===== config.mk =====
export PLATFORM = sky130hd
export DESIGN_NAME = three_axis_pid_position_controller_flat
export DESIGN_NICKNAME = d
export VERILOG_FILES = /design/src/tapid_pkg.sv /design/src/tapid_stream_if.sv /design/src/three_axis_pid_position_controller.sv /design/src/tapid_seq.sv /design/src/flat_wrapper.sv
export SDC_FILE = /design/constraint.sdc
export NUM_CORES = 2
export LEC_CHECK = 0
export BUFFER_PORTS_ARGS = -buffer_cell sky130_fd_sc_hd__buf_2
export CAP_MARGIN = 20
export CORE_ASPECT_RATIO = 2
export CORE_MARGIN = 1
export CORE_UTILIZATION = 60
export CTS_BUF_LIST = sky130_fd_sc_hd__clkbuf_4 sky130_fd_sc_hd__clkbuf_8
export CTS_CLUSTER_SIZE = 30
export DETAILED_ROUTE_END_ITERATION = 12
export GPL_TIMING_DRIVEN = 0
export PLACE_DENSITY = 0.79
export RECOVER_POWER = 25
export SLEW_MARGIN = 20
export SYNTH_ARGS = -nofsm -noshare
export SYNTH_HDL_FRONTEND = slang
export SYNTH_SLANG_ARGS = --single-unit

===== constraint.sdc =====
create_clock -name i_clk -period 9.9 [get_ports i_clk]
set_clock_uncertainty 0.1 [all_clocks]
set_input_delay 2.97 -clock i_clk [delete_from_list [all_inputs] [get_ports i_clk]]
set_output_delay 2.97 -clock i_clk [all_outputs]
set_load 0.01 [all_outputs]

===== src/tapid_pkg.sv =====
// Package for the three-axis PID position controller.
// Holds the item types, arithmetic widths, register codes and the microcode ROM.
// No dependencies.
package tapid_pkg;

    // Field and datapath widths.
    localparam int unsigned FIELD_W            = 32;
    localparam int unsigned GAIN_W             = 16;
    localparam int unsigned CFG_IDX_W          = 3;
    localparam int unsigned DATA_WIDTH_DEF     = 32;
    localparam int unsigned INTEGRAL_WIDTH_DEF = 48;
    localparam int unsigned ERR_W              = FIELD_W + 1;
    localparam int unsigned MUL_A_W            = ERR_W;
    localparam int unsigned MUL_B_W            = GAIN_W + 1;
    localparam int unsigned PROD_W             = MUL_A_W + MUL_B_W;
    localparam int unsigned RND_W              = PROD_W + 1;
    localparam int unsigned LO_W               = FIELD_W + GAIN_W;
    localparam int unsigned MAG_W              = 64;
    localparam int unsigned MAG_SPLIT          = 32;
    localparam int unsigned TERM_LOG2          = 52;
    localparam int unsigned TERM_W             = TERM_LOG2 + 1;
    localparam int unsigned HI_CLIP_BIT        = TERM_LOG2 - MAG_SPLIT;
    localparam int unsigned ACC_W              = 56;
    localparam int unsigned FRAC_SHIFT_INC     = 16;
    localparam int unsigned FRAC_SHIFT_OUT     = 8;
    localparam int unsigned HOVER_SHIFT        = 8;
    localparam int unsigned FORCE_W            = ACC_W - FRAC_SHIFT_OUT;
    localparam int unsigned PC_W               = 4;
    localparam int unsigned AXIS_W             = 2;
    localparam int unsigned NUM_AXES           = 3;

    localparam logic [AXIS_W-1:0] AXIS_X = 2'd0;
    localparam logic [AXIS_W-1:0] AXIS_Y = 2'd1;
    localparam logic [AXIS_W-1:0] AXIS_Z = 2'd2;

    // Register reset values.
    localparam logic [GAIN_W-1:0]         RST_GAIN_P  = 16'd2560;
    localparam logic [GAIN_W-1:0]         RST_GAIN_D  = 16'd2048;
    localparam logic [GAIN_W-1:0]         RST_GAIN_I  = 16'd1280;
    localparam logic signed [FIELD_W-1:0] RST_TGT_X   = 32'sd327680;
    localparam logic signed [FIELD_W-1:0] RST_TGT_Y   = 32'sd0;
    localparam logic signed [FIELD_W-1:0] RST_TGT_Z   = 32'sd32768;
    localparam logic signed [FIELD_W-1:0] RST_HOVER   = 32'sd642253;
    localparam logic [GAIN_W-1:0]         RST_STEP    = 16'd66;

    // Input and result words.
    typedef struct packed {
        logic signed [FIELD_W-1:0] pos_x;
        logic signed [FIELD_W-1:0] pos_y;
        logic signed [FIELD_W-1:0] pos_z;
        logic signed [FIELD_W-1:0] vel_x;
        logic signed [FIELD_W-1:0] vel_y;
        logic signed [FIELD_W-1:0] vel_z;
    } t_in_item;

    typedef struct packed {
        logic signed [FIELD_W-1:0] force_x;
        logic signed [FIELD_W-1:0] force_y;
        logic signed [FIELD_W-1:0] force_z;
        logic                      saturated;
    } t_out_item;

    // Configuration register indexes.
    typedef enum logic [CFG_IDX_W-1:0] {
        REG_GAIN_P   = 3'd0,
        REG_GAIN_D   = 3'd1,
        REG_GAIN_I   = 3'd2,
        REG_TARGET_X = 3'd3,
        REG_TARGET_Y = 3'd4,
        REG_TARGET_Z = 3'd5,
        REG_HOVER    = 3'd6,
        REG_STEP     = 3'd7
    } t_reg_idx;

    // Multiplier operand selection.
    typedef enum logic [2:0] {
        MUL_NONE,
        MUL_E_STEP,
        MUL_E_KP,
        MUL_V_KD,
        MUL_MLO_KI,
        MUL_MHI_KI
    } t_mul_sel;

    // Datapath operation of one step.
    typedef enum logic [3:0] {
        ALU_NOP,
        ALU_LOAD_E,
        ALU_INTEG,
        ALU_ACC_INIT,
        ALU_ACC_SUB,
        ALU_SAVE_LO,
        ALU_ACC_TERM,
        ALU_ROUND,
        ALU_EMIT
    } t_alu_op;

    // Sequencer flow.
    typedef enum logic [1:0] {
        SEQ_NEXT,
        SEQ_LOOP,
        SEQ_END
    } t_seq_op;

    typedef struct packed {
        t_mul_sel mul;
        t_alu_op  alu;
        t_seq_op  seq;
    } t_uword;

    // Control handed from the sequencer to the datapath.
    typedef struct packed {
        logic                fire;
        t_uword              uw;
        logic [AXIS_W-1:0]   axis;
    } t_ctrl;

    // Microcode ROM: eight steps per axis, then one step that loads the result.
    function automatic t_uword ucode(input logic [PC_W-1:0] pc);
        t_uword w;
        unique case (pc)
            4'd0:    w = '{mul: MUL_NONE,   alu: ALU_LOAD_E,   seq: SEQ_NEXT};
            4'd1:    w = '{mul: MUL_E_STEP, alu: ALU_NOP,      seq: SEQ_NEXT};
            4'd2:    w = '{mul: MUL_E_KP,   alu: ALU_INTEG,    seq: SEQ_NEXT};
            4'd3:    w = '{mul: MUL_V_KD,   alu: ALU_ACC_INIT, seq: SEQ_NEXT};
            4'd4:    w = '{mul: MUL_MLO_KI, alu: ALU_ACC_SUB,  seq: SEQ_NEXT};
            4'd5:    w = '{mul: MUL_MHI_KI, alu: ALU_SAVE_LO,  seq: SEQ_NEXT};
            4'd6:    w = '{mul: MUL_NONE,   alu: ALU_ACC_TERM, seq: SEQ_NEXT};
            4'd7:    w = '{mul: MUL_NONE,   alu: ALU_ROUND,    seq: SEQ_LOOP};
            4'd8:    w = '{mul: MUL_NONE,   alu: ALU_EMIT,     seq: SEQ_END};
            default: w = '{mul: MUL_NONE,   alu: ALU_NOP,      seq: SEQ_END};
        endcase
        return w;
    endfunction

endpackage


===== src/tapid_stream_if.sv =====
// Valid/ready stream interface carrying one word of a packed payload type.
// Payload types come from tapid_pkg; the interface itself has no dependencies.
interface tapid_stream_if #(
    parameter type T = logic
) ();
    logic valid;
    logic ready;
    T     data;

    modport source (output valid, output data, input ready);
    modport sink   (input valid, input data, output ready);
endinterface


===== src/three_axis_pid_position_controller.sv =====
// Three-axis PID position controller with a microcoded datapath around one shared multiplier.
// A 25-step program (8 steps per axis, 1 to load) runs from input acceptance to a valid result.
// A new tick is accepted only after the program ends, since input ready stays low while it runs;
// the program runs every product of the three axes through the single 33 x 17 multiplier.
// The load step waits while the output register holds a word that is not yet taken.
// Reset (synchronous, active low) loads the register defaults and clears the integrals.
module three_axis_pid_position_controller
    import tapid_pkg::*;
#(
    parameter int unsigned DATA_WIDTH     = DATA_WIDTH_DEF,
    parameter int unsigned INTEGRAL_WIDTH = INTEGRAL_WIDTH_DEF
) (
    input  logic                 i_clk,
    input  logic                 i_rst_n,
    input  logic                 i_cfg_we,
    input  logic [CFG_IDX_W-1:0] i_cfg_idx,
    input  logic [FIELD_W-1:0]   i_cfg_data,
    tapid_stream_if.sink         i_in,
    tapid_stream_if.source       o_out
);

    localparam int unsigned IW    = INTEGRAL_WIDTH;
    localparam int unsigned SUM_W = IW + 3;

    // Configuration registers.
    logic [GAIN_W-1:0]         r_gain_p, r_gain_d, r_gain_i, r_step;
    logic signed [FIELD_W-1:0] r_tgt [NUM_AXES];
    logic signed [FIELD_W-1:0] r_hover;

    // Input word, working registers and kept state.
    logic signed [FIELD_W-1:0] r_pos [NUM_AXES];
    logic signed [FIELD_W-1:0] r_vel [NUM_AXES];
    logic signed [ERR_W-1:0]   r_e;
    logic signed [PROD_W-1:0]  r_prod;
    logic [LO_W-1:0]           r_lo;
    logic signed [ACC_W-1:0]   r_acc;
    logic signed [IW-1:0]      r_integ [NUM_AXES];
    logic signed [FIELD_W-1:0] r_force [NUM_AXES];
    logic                      r_clip;
    logic                      r_out_valid;
    t_out_item                 r_out_data;

    t_ctrl                     ctrl;
    logic                      busy;
    logic                      in_acc;
    logic                      out_free;
    logic [AXIS_W-1:0]         ax;
    t_in_item                  in_word;

    logic signed [IW-1:0]      integ_sel;
    logic [MAG_W-1:0]          integ_ext, mag;
    logic signed [MUL_A_W-1:0] mul_a;
    logic signed [MUL_B_W-1:0] mul_b;
    logic signed [PROD_W-1:0]  prod;

    logic signed [RND_W-1:0]   inc_rnd, inc_full;
    logic signed [SUM_W-1:0]   inc_s, sum_i;
    logic                      integ_fits;
    logic signed [IW-1:0]      integ_next, i_max, i_min;

    logic signed [ACC_W-1:0]   hover_term, acc_init, acc_sub, acc_term, term_s;
    logic [LO_W-1:0]           hi_prod;
    logic [TERM_W-1:0]         psum, term_mag;
    logic                      hi_big;
    localparam logic [TERM_W-1:0] TERM_LIMIT = {1'b1, {TERM_LOG2{1'b0}}};

    logic signed [ACC_W-1:0]   f_rnd;
    logic signed [FORCE_W-1:0] f_val, f_sat, f_max, f_min;
    logic                      f_fits;

    assign in_word  = i_in.data;
    assign in_acc   = i_in.valid && i_in.ready;
    assign out_free = !r_out_valid || o_out.ready;
    assign i_in.ready  = !busy;
    assign o_out.valid = r_out_valid;
    assign o_out.data  = r_out_data;

    tapid_seq u_seq (
        .i_clk      (i_clk),
        .i_rst_n    (i_rst_n),
        .i_start    (in_acc),
        .i_out_free (out_free),
        .o_busy     (busy),
        .o_ctrl     (ctrl)
    );

    assign ax = ctrl.axis;

    // Configuration write port.
    always_ff @(posedge i_clk) begin
        if (!i_rst_n) begin
            r_gain_p      <= RST_GAIN_P;
            r_gain_d      <= RST_GAIN_D;
            r_gain_i      <= RST_GAIN_I;
            r_tgt[AXIS_X] <= RST_TGT_X;
            r_tgt[AXIS_Y] <= RST_TGT_Y;
            r_tgt[AXIS_Z] <= RST_TGT_Z;
            r_hover       <= RST_HOVER;
            r_step        <= RST_STEP;
        end else if (i_cfg_we) begin
            unique case (t_reg_idx'(i_cfg_idx))
                REG_GAIN_P:   r_gain_p      <= i_cfg_data[GAIN_W-1:0];
                REG_GAIN_D:   r_gain_d      <= i_cfg_data[GAIN_W-1:0];
                REG_GAIN_I:   r_gain_i      <= i_cfg_data[GAIN_W-1:0];
                REG_TARGET_X: r_tgt[AXIS_X] <= i_cfg_data;
                REG_TARGET_Y: r_tgt[AXIS_Y] <= i_cfg_data;
                REG_TARGET_Z: r_tgt[AXIS_Z] <= i_cfg_data;
                REG_HOVER:    r_hover       <= i_cfg_data;
                REG_STEP:     r_step        <= i_cfg_data[GAIN_W-1:0];
                default:      r_step        <= r_step;
            endcase
        end
    end

    // Magnitude of the current axis integral, split later into two 32-bit halves.
    assign integ_sel = r_integ[ax];
    assign integ_ext = MAG_W'(integ_sel);
    assign mag       = integ_sel[IW-1] ? (MAG_W'(0) - integ_ext) : integ_ext;

    // Shared multiplier operand selection.
    always_comb begin
        unique case (ctrl.uw.mul)
            MUL_E_STEP: begin
                mul_a = r_e;
                mul_b = signed'({1'b0, r_step});
            end
            MUL_E_KP: begin
                mul_a = r_e;
                mul_b = signed'({1'b0, r_gain_p});
            end
            MUL_V_KD: begin
                mul_a = MUL_A_W'(r_vel[ax]);
                mul_b = signed'({1'b0, r_gain_d});
            end
            MUL_MLO_KI: begin
                mul_a = signed'({1'b0, mag[MAG_SPLIT-1:0]});
                mul_b = signed'({1'b0, r_gain_i});
            end
            MUL_MHI_KI: begin
                mul_a = signed'({1'b0, mag[MAG_W-1:MAG_SPLIT]});
                mul_b = signed'({1'b0, r_gain_i});
            end
            default: begin
                mul_a = '0;
                mul_b = '0;
            end
        endcase
    end

    assign prod = PROD_W'(mul_a) * PROD_W'(mul_b);

    // Integral update: round e*step to Q.16 and add with saturation.
    assign inc_rnd    = RND_W'(r_prod) + RND_W'(1 << (FRAC_SHIFT_INC - 1));
    assign inc_full   = inc_rnd >>> FRAC_SHIFT_INC;
    assign inc_s      = SUM_W'(inc_full);
    assign sum_i      = SUM_W'(integ_sel) + inc_s;
    assign integ_fits = (&sum_i[SUM_W-1:IW-1]) || !(|sum_i[SUM_W-1:IW-1]);
    assign i_max      = signed'({1'b0, {(IW-1){1'b1}}});
    assign i_min      = signed'({1'b1, {(IW-1){1'b0}}});
    assign integ_next = integ_fits ? sum_i[IW-1:0] : (sum_i[SUM_W-1] ? i_min : i_max);

    // Accumulator steps: start with -kp*e plus hover on z, then subtract kd*v.
    assign hover_term = (ax == AXIS_Z) ? (ACC_W'(r_hover) <<< HOVER_SHIFT) : '0;
    assign acc_init   = hover_term - ACC_W'(r_prod);
    assign acc_sub    = r_acc - ACC_W'(r_prod);

    // Integral term: ki*|integral| clipped at 2^52, sign taken from the integral.
    assign hi_prod  = r_prod[LO_W-1:0];
    assign hi_big   = |hi_prod[LO_W-1:HI_CLIP_BIT];
    assign psum     = TERM_W'({hi_prod[HI_CLIP_BIT-1:0], {MAG_SPLIT{1'b0}}}) + TERM_W'(r_lo);
    assign term_mag = (hi_big || (psum > TERM_LIMIT)) ? TERM_LIMIT : psum;
    assign term_s   = signed'(ACC_W'(term_mag));
    assign acc_term = integ_sel[IW-1] ? (r_acc + term_s) : (r_acc - term_s);

    // Output rounding to Q16.16 and saturation to the data width.
    assign f_rnd  = r_acc + ACC_W'(1 << (FRAC_SHIFT_OUT - 1));
    assign f_val  = FORCE_W'(f_rnd >>> FRAC_SHIFT_OUT);
    assign f_fits = (&f_val[FORCE_W-1:DATA_WIDTH-1]) || !(|f_val[FORCE_W-1:DATA_WIDTH-1]);
    assign f_max  = signed'({{(FORCE_W-DATA_WIDTH+1){1'b0}}, {(DATA_WIDTH-1){1'b1}}});
    assign f_min  = ~f_max;
    assign f_sat  = f_fits ? f_val : (f_val[FORCE_W-1] ? f_min : f_max);

    // Input capture.
    always_ff @(posedge i_clk) begin
        if (in_acc) begin
            r_pos[AXIS_X] <= in_word.pos_x;
            r_pos[AXIS_Y] <= in_word.pos_y;
            r_pos[AXIS_Z] <= in_word.pos_z;
            r_vel[AXIS_X] <= in_word.vel_x;
            r_vel[AXIS_Y] <= in_word.vel_y;
            r_vel[AXIS_Z] <= in_word.vel_z;
        end
    end

    // Datapath payload registers driven by the current control word.
    always_ff @(posedge i_clk) begin
        if (ctrl.fire && (ctrl.uw.mul != MUL_NONE)) begin
            r_prod <= prod;
        end
        if (ctrl.fire) begin
            unique case (ctrl.uw.alu)
                ALU_LOAD_E:   r_e         <= ERR_W'(r_pos[ax]) - ERR_W'(r_tgt[ax]);
                ALU_ACC_INIT: r_acc       <= acc_init;
                ALU_ACC_SUB:  r_acc       <= acc_sub;
                ALU_SAVE_LO:  r_lo        <= r_prod[LO_W-1:0];
                ALU_ACC_TERM: r_acc       <= acc_term;
                ALU_ROUND:    r_force[ax] <= f_sat[FIELD_W-1:0];
                ALU_EMIT:     r_out_data  <= '{force_x:   r_force[AXIS_X],
                                               force_y:   r_force[AXIS_Y],
                                               force_z:   r_force[AXIS_Z],
                                               saturated: r_clip};
                default:      r_lo        <= r_lo;
            endcase
        end
    end

    // Kept integrals, clip flag and output valid.
    always_ff @(posedge i_clk) begin
        if (!i_rst_n) begin
            r_integ[AXIS_X] <= '0;
            r_integ[AXIS_Y] <= '0;
            r_integ[AXIS_Z] <= '0;
            r_clip          <= 1'b0;
            r_out_valid     <= 1'b0;
        end else begin
            if (in_acc) begin
                r_clip <= 1'b0;
            end else if (ctrl.fire && (ctrl.uw.alu == ALU_INTEG)) begin
                r_integ[ax] <= integ_next;
                if (!integ_fits) begin
                    r_clip <= 1'b1;
                end
            end else if (ctrl.fire && (ctrl.uw.alu == ALU_ROUND) && !f_fits) begin
                r_clip <= 1'b1;
            end
            if (ctrl.fire && (ctrl.uw.alu == ALU_EMIT)) begin
                r_out_valid <= 1'b1;
            end else if (o_out.ready) begin
                r_out_valid <= 1'b0;
            end
        end
    end

endmodule


===== src/tapid_seq.sv =====
// Microcode sequencer: step counter, axis counter and ROM lookup.
// Depends on tapid_pkg for the control word and the ROM function.
module tapid_seq
    import tapid_pkg::*;
(
    input  logic  i_clk,
    input  logic  i_rst_n,
    input  logic  i_start,
    input  logic  i_out_free,
    output logic  o_busy,
    output t_ctrl o_ctrl
);

    logic              r_busy, n_busy;
    logic [PC_W-1:0]   r_pc, n_pc;
    logic [AXIS_W-1:0] r_axis, n_axis;
    t_uword            uw;
    logic              fire;

    // The final step waits until the output register can take the result.
    assign uw   = ucode(r_pc);
    assign fire = r_busy && ((uw.seq != SEQ_END) || i_out_free);

    // Next step: advance, loop back for the next axis, or finish.
    always_comb begin
        n_busy = r_busy;
        n_pc   = r_pc;
        n_axis = r_axis;
        if (i_start) begin
            n_busy = 1'b1;
            n_pc   = '0;
            n_axis = AXIS_X;
        end else if (fire) begin
            unique case (uw.seq)
                SEQ_NEXT: begin
                    n_pc = r_pc + 1'b1;
                end
                SEQ_LOOP: begin
                    if (r_axis == AXIS_Z) begin
                        n_pc = r_pc + 1'b1;
                    end else begin
                        n_axis = r_axis + 1'b1;
                        n_pc   = '0;
                    end
                end
                SEQ_END: begin
                    n_busy = 1'b0;
                    n_pc   = '0;
                    n_axis = AXIS_X;
                end
                default: begin
                    n_busy = 1'b0;
                end
            endcase
        end
    end

    always_ff @(posedge i_clk) begin
        if (!i_rst_n) begin
            r_busy <= 1'b0;
            r_pc   <= '0;
            r_axis <= AXIS_X;
        end else begin
            r_busy <= n_busy;
            r_pc   <= n_pc;
            r_axis <= n_axis;
        end
    end

    assign o_busy = r_busy;
    assign o_ctrl = '{fire: fire, uw: uw, axis: r_axis};

endmodule

===== src/flat_wrapper.sv =====
// flat-port wrapper written by rule: the top's interface ports become plain ports
module three_axis_pid_position_controller_flat import tapid_pkg::*;
#(
    parameter int unsigned DATA_WIDTH     = DATA_WIDTH_DEF,
    parameter int unsigned INTEGRAL_WIDTH = INTEGRAL_WIDTH_DEF
)
  (i_clk, i_rst_n, i_cfg_we, i_cfg_idx, i_cfg_data, i_in_valid, i_in_data, i_in_ready, o_out_valid, o_out_data, o_out_ready);
  tapid_stream_if i_in_i ();
  tapid_stream_if o_out_i ();
  input  logic i_clk;
  input  logic i_rst_n;
  input  logic i_cfg_we;
  input  logic [CFG_IDX_W-1:0] i_cfg_idx;
  input  logic [FIELD_W-1:0] i_cfg_data;
  input wire logic [$bits(i_in_i.valid)-1:0] i_in_valid;
  input wire logic [$bits(i_in_i.data)-1:0] i_in_data;
  output wire logic [$bits(i_in_i.ready)-1:0] i_in_ready;
  output wire logic [$bits(o_out_i.valid)-1:0] o_out_valid;
  output wire logic [$bits(o_out_i.data)-1:0] o_out_data;
  input wire logic [$bits(o_out_i.ready)-1:0] o_out_ready;
  assign i_in_i.valid = i_in_valid;
  assign i_in_i.data = i_in_data;
  assign i_in_ready = i_in_i.ready;
  assign o_out_valid = o_out_i.valid;
  assign o_out_data = o_out_i.data;
  assign o_out_i.ready = o_out_ready;
  three_axis_pid_position_controller #(.DATA_WIDTH(DATA_WIDTH), .INTEGRAL_WIDTH(INTEGRAL_WIDTH)) u_core (.i_clk(i_clk), .i_rst_n(i_rst_n), .i_cfg_we(i_cfg_we), .i_cfg_idx(i_cfg_idx), .i_cfg_data(i_cfg_data), .i_in(i_in_i), .o_out(o_out_i));
endmodule

==> results.ini <==
[detailed_routing]
drc=0
drtIter0Drc=5042
wl_per_cell_um=29.8
viasPerCell=6.52
num_vias=50200
firstDrtPassIters=9
drt-total-wl_mm=229
ant_nets=0

[global_route]
antenna_found_initial=40
overflow=0
grt_pass1_vias=52000
grt.total_usage=0.502
grt_pass1_wl_mm=339
grt_start_max_net_pins=46

[critical_path]
arrival_ns=10.79
path_max_fanout=10
start_kind=flop
crit_type=reg -> reg
cp-end-kind=flop
critPathRequiredTime_ns=10.42
crit_top_cell=fa_1
max_stage_delay_ns=0.56
cp_slowest_cell=fa_1
r2r_slack_ns=-0.37

[clock_network]
clkTransAtPathRegs_ns=0.08
clkLatencyLatePin_ns=0.83
cts_max_level=3
numCtsBuffers=85
holdBufCountCts=0
clockBufferDepth=3
cts.sinks=593
cts_root_buf=clkbuf_8
cts_tree=yes

[timing]
max_freq_mhz=97.3
worstMarginPinSlew_ns=1.23
drv_slew=0
slew_headroom=0.175
finalSetupViolations=20
hold_viol_final=0
min_period_ns=10.27
rsz0062_at_grt=yes
fin_ws_ns=-0.372
period_share=1.04

[synth]
ys_ff_latch=593
synth_flop_cell=edfxtp_1
ys_warn_count=0
synth_nets=6997
synth-edff-count=477
synth_cells=6142
synth_cell_types=96
yosysSeqAreaShare=0.296
synth_area_sq_um=56300
async_reset_ff_frac=0
synth_area_per_cell_sq_um=9.16

[layout]
drive_gt1_frac=0.110
nNetsFinal=7249
n_fill_cell=7506
fin_area_sq_um=63000
fin_cells=7691
syn_to_final_growth_pct=12.0

[power]
total_power_uw=6150
leakage_uw=0.0271
power_density_nw_per_um2=97.6
vdd_ir_drop_max_mv=0.108

[floorplanning]
die_x_um=219
die_y_um=435
core_sq_um=92700
ios=44
dieArea_sq_um=95100
placementRows=158
start_util=0.607

[hold_path]
min_path_type=reg -> reg

[status]
outcome=finished, violations left
violations=setup timing

[placement]
place_congestion=1.18
placed_area_sq_um=58600
place_inst=7413
dp_hpwl_mm=180
io_buffer_count=41

[run]
maxCapViolations=0

-- final cells by class --
| cell class | instances | area [sq um] | share of cell area |
|---|---|---|---|
| buffer | 259 | 1310 | 0.0208 |
| clock inverter | 48 | 598 | 0.00949 |
| tap | 1200 | 1500 | 0.0238 |
| inverter | 753 | 2830 | 0.0448 |
| multi-input combinational | 4527 | 37300 | 0.591 |
| sequential | 593 | 16600 | 0.264 |
| antenna | 29 | 72.6 | 0.00115 |
| clock buffer | 107 | 1350 | 0.0214 |
| timing repair buffer | 175 | 1470 | 0.0232 |
-- critical path: cells and delay by family, from the launching register on --
kind	cells	cell delay, ns
adder cells (fa/ha/maj)	7	3.23
AO/OA/AOI/OAI	9	2.26
AND/OR/NAND/NOR	10	1.89
buffers and inverters	8	1.23
XOR/XNOR	2	0.49
multiplexers	1	0.48
flip-flops	1	0.33
-- synthesized netlist by cell type (24+ instances only) --
cell / instances / area share
a21oi_1: 343 / 0.031
nor2_1: 528 / 0.035
o31ai_1: 24 / 0.0032
nor4_1: 38 / 0.0042
o21bai_1: 24 / 0.0032
inv_1: 752 / 0.050
dfxtp_1: 116 / 0.041
nand4_1: 43 / 0.0048
ha_1: 307 / 0.068
nand3_1: 135 / 0.012
and2_1: 115 / 0.013
o21a_1: 63 / 0.0084
a31oi_1: 42 / 0.0047
xor2_1: 137 / 0.021
and3_1: 36 / 0.0040
nand2b_1: 64 / 0.0071
nor3_1: 68 / 0.0060
xnor2_1: 198 / 0.031
a211oi_1: 36 / 0.0048
nand2_1: 834 / 0.056
o21ai_0: 235 / 0.021
clkbuf_1: 220 / 0.015
or3_1: 28 / 0.0031
a21o_1: 135 / 0.018
edfxtp_1: 477 / 0.25
fa_1: 507 / 0.18
a21boi_0: 84 / 0.011
nor2b_1: 124 / 0.014
mux4_2: 47 / 0.019
mux2i_1: 51 / 0.0091
-- state kept, by name, summed over array words and instances (netlist names), named ones only --
register,count
u_core.r_integ,192
u_core.u_seq.uw,9
u_core.r_prod,50
u_core.u_seq.r_axis,2
u_core.r_e,33
u_core.r_clip,1
u_core.u_seq.o_busy,1
u_core.r_hover,32
u_core.r_lo,48
u_core.o_out.data,1
u_core.u_seq.r_pc,4
u_core.r_gain_i,16
u_core.r_acc,56
u_core.r_tgt,96
u_core.o_out.valid,1
u_core.r_gain_d,16
u_core.r_vel,1
u_core.r_gain_p,16
u_core.r_step,16
-- per-layer routing --
layer	wire length, um	GRT usage	up-vias
met4	36000	0.597	12
met2	108000	0.799	3116
met5	198	0.0109	-
met3	21600	0.175	1655
li1	-	-	21200
met1	63400	0.453	24200
-- power breakdown --
part / leakage [uW] / switching [uW] / internal (uW) / total, uW
Combinational: 0.0206 / 701 / 305 / 1010
Clock: 0.00101 / 1100 / 1190 / 2290
Sequential: 0.00547 / 70.0 / 2790 / 2860
Total: 0.0271 / 1870 / 4280 / 6150
-- path summary, 6_finish.rpt --
| check | from | to | cells past startpoint |
|---|---|---|---|
| worst max register to register | flop | u_core.r_prod[48]$_DFFE_PP_ | 37 |
| worst min-delay path | u_core.r_step[11]$_SDFFE_PN0P_ | u_core.r_step[11]$_SDFFE_PN0P_ | 2 |
| worst min register to register | u_core.r_step[11]$_SDFFE_PN0P_ | u_core.r_step[11]$_SDFFE_PN0P_ | 2 |
| worst max-delay path | flop | u_core.r_prod[48]$_DFFE_PP_ | 37 |
-- placed cells by master (no fill, tap or decap), types with 83 or more instances in the layout --
cell type,n
ha_1,289
fa_1,498
a21oi_1,321
clkbuf_8,90
and2_1,111
o21ai_0,213
xnor2_1,185
nor2_1,521
a21boi_0,83
dfxtp_1,115
nor2b_1,118
nand2_1,822
clkbuf_1,177
edfxtp_1,477
a21o_1,133
inv_1,741
nand3_1,131
xor2_1,129
buf_4,116
-- kinds of logic (layout without fill, tap and decap cells) --
logic type               after synthesis  count (layout)  share of synthesized area
adder cells (fa/ha/maj)              817             817                      0.249
buffers and inverters               1022            1342                     0.0700
AND/OR/NAND/NOR                     2094            2094                      0.170
flip-flops                           593             593                      0.296
XOR/XNOR                             335             335                     0.0521
other                                  0              29                          0
multiplexers                         110             110                     0.0303
AO/OA/AOI/OAI                       1171            1171                      0.132
-- metrics by stage --
step | hold WS [ns] | setup WS (ns) | utilization | setup TNS [ns]
6_report | 0.364 | -0.372 | 0.680 | -4.15
5_1_grt | 0.373 | -0.473 | 0.680 | -5.07
4_1_cts | 0.342 | -0.0456 | 0.672 | -0.0785
3_5_place_dp | 0.334 | -3.39 | 0.632 | -84.50
3_3_place_gp | 0.317 | -3.37 | 0.625 | -114.61
2_1_floorplan | 0.309 | 0.245 | - | 0
-- what timing repair did --
item / 4_1_cts / 5_1_grt
setup endpoints to repair: 48 / 48
endpoints found under the hold margin: 0 / 0
pin swaps: 109 / 50
gates cloned: 1 / 0
setup buffers: 74 / 29
resized for setup: 278 / 87
Note: power is estimated with default switching activity, not from simulation.
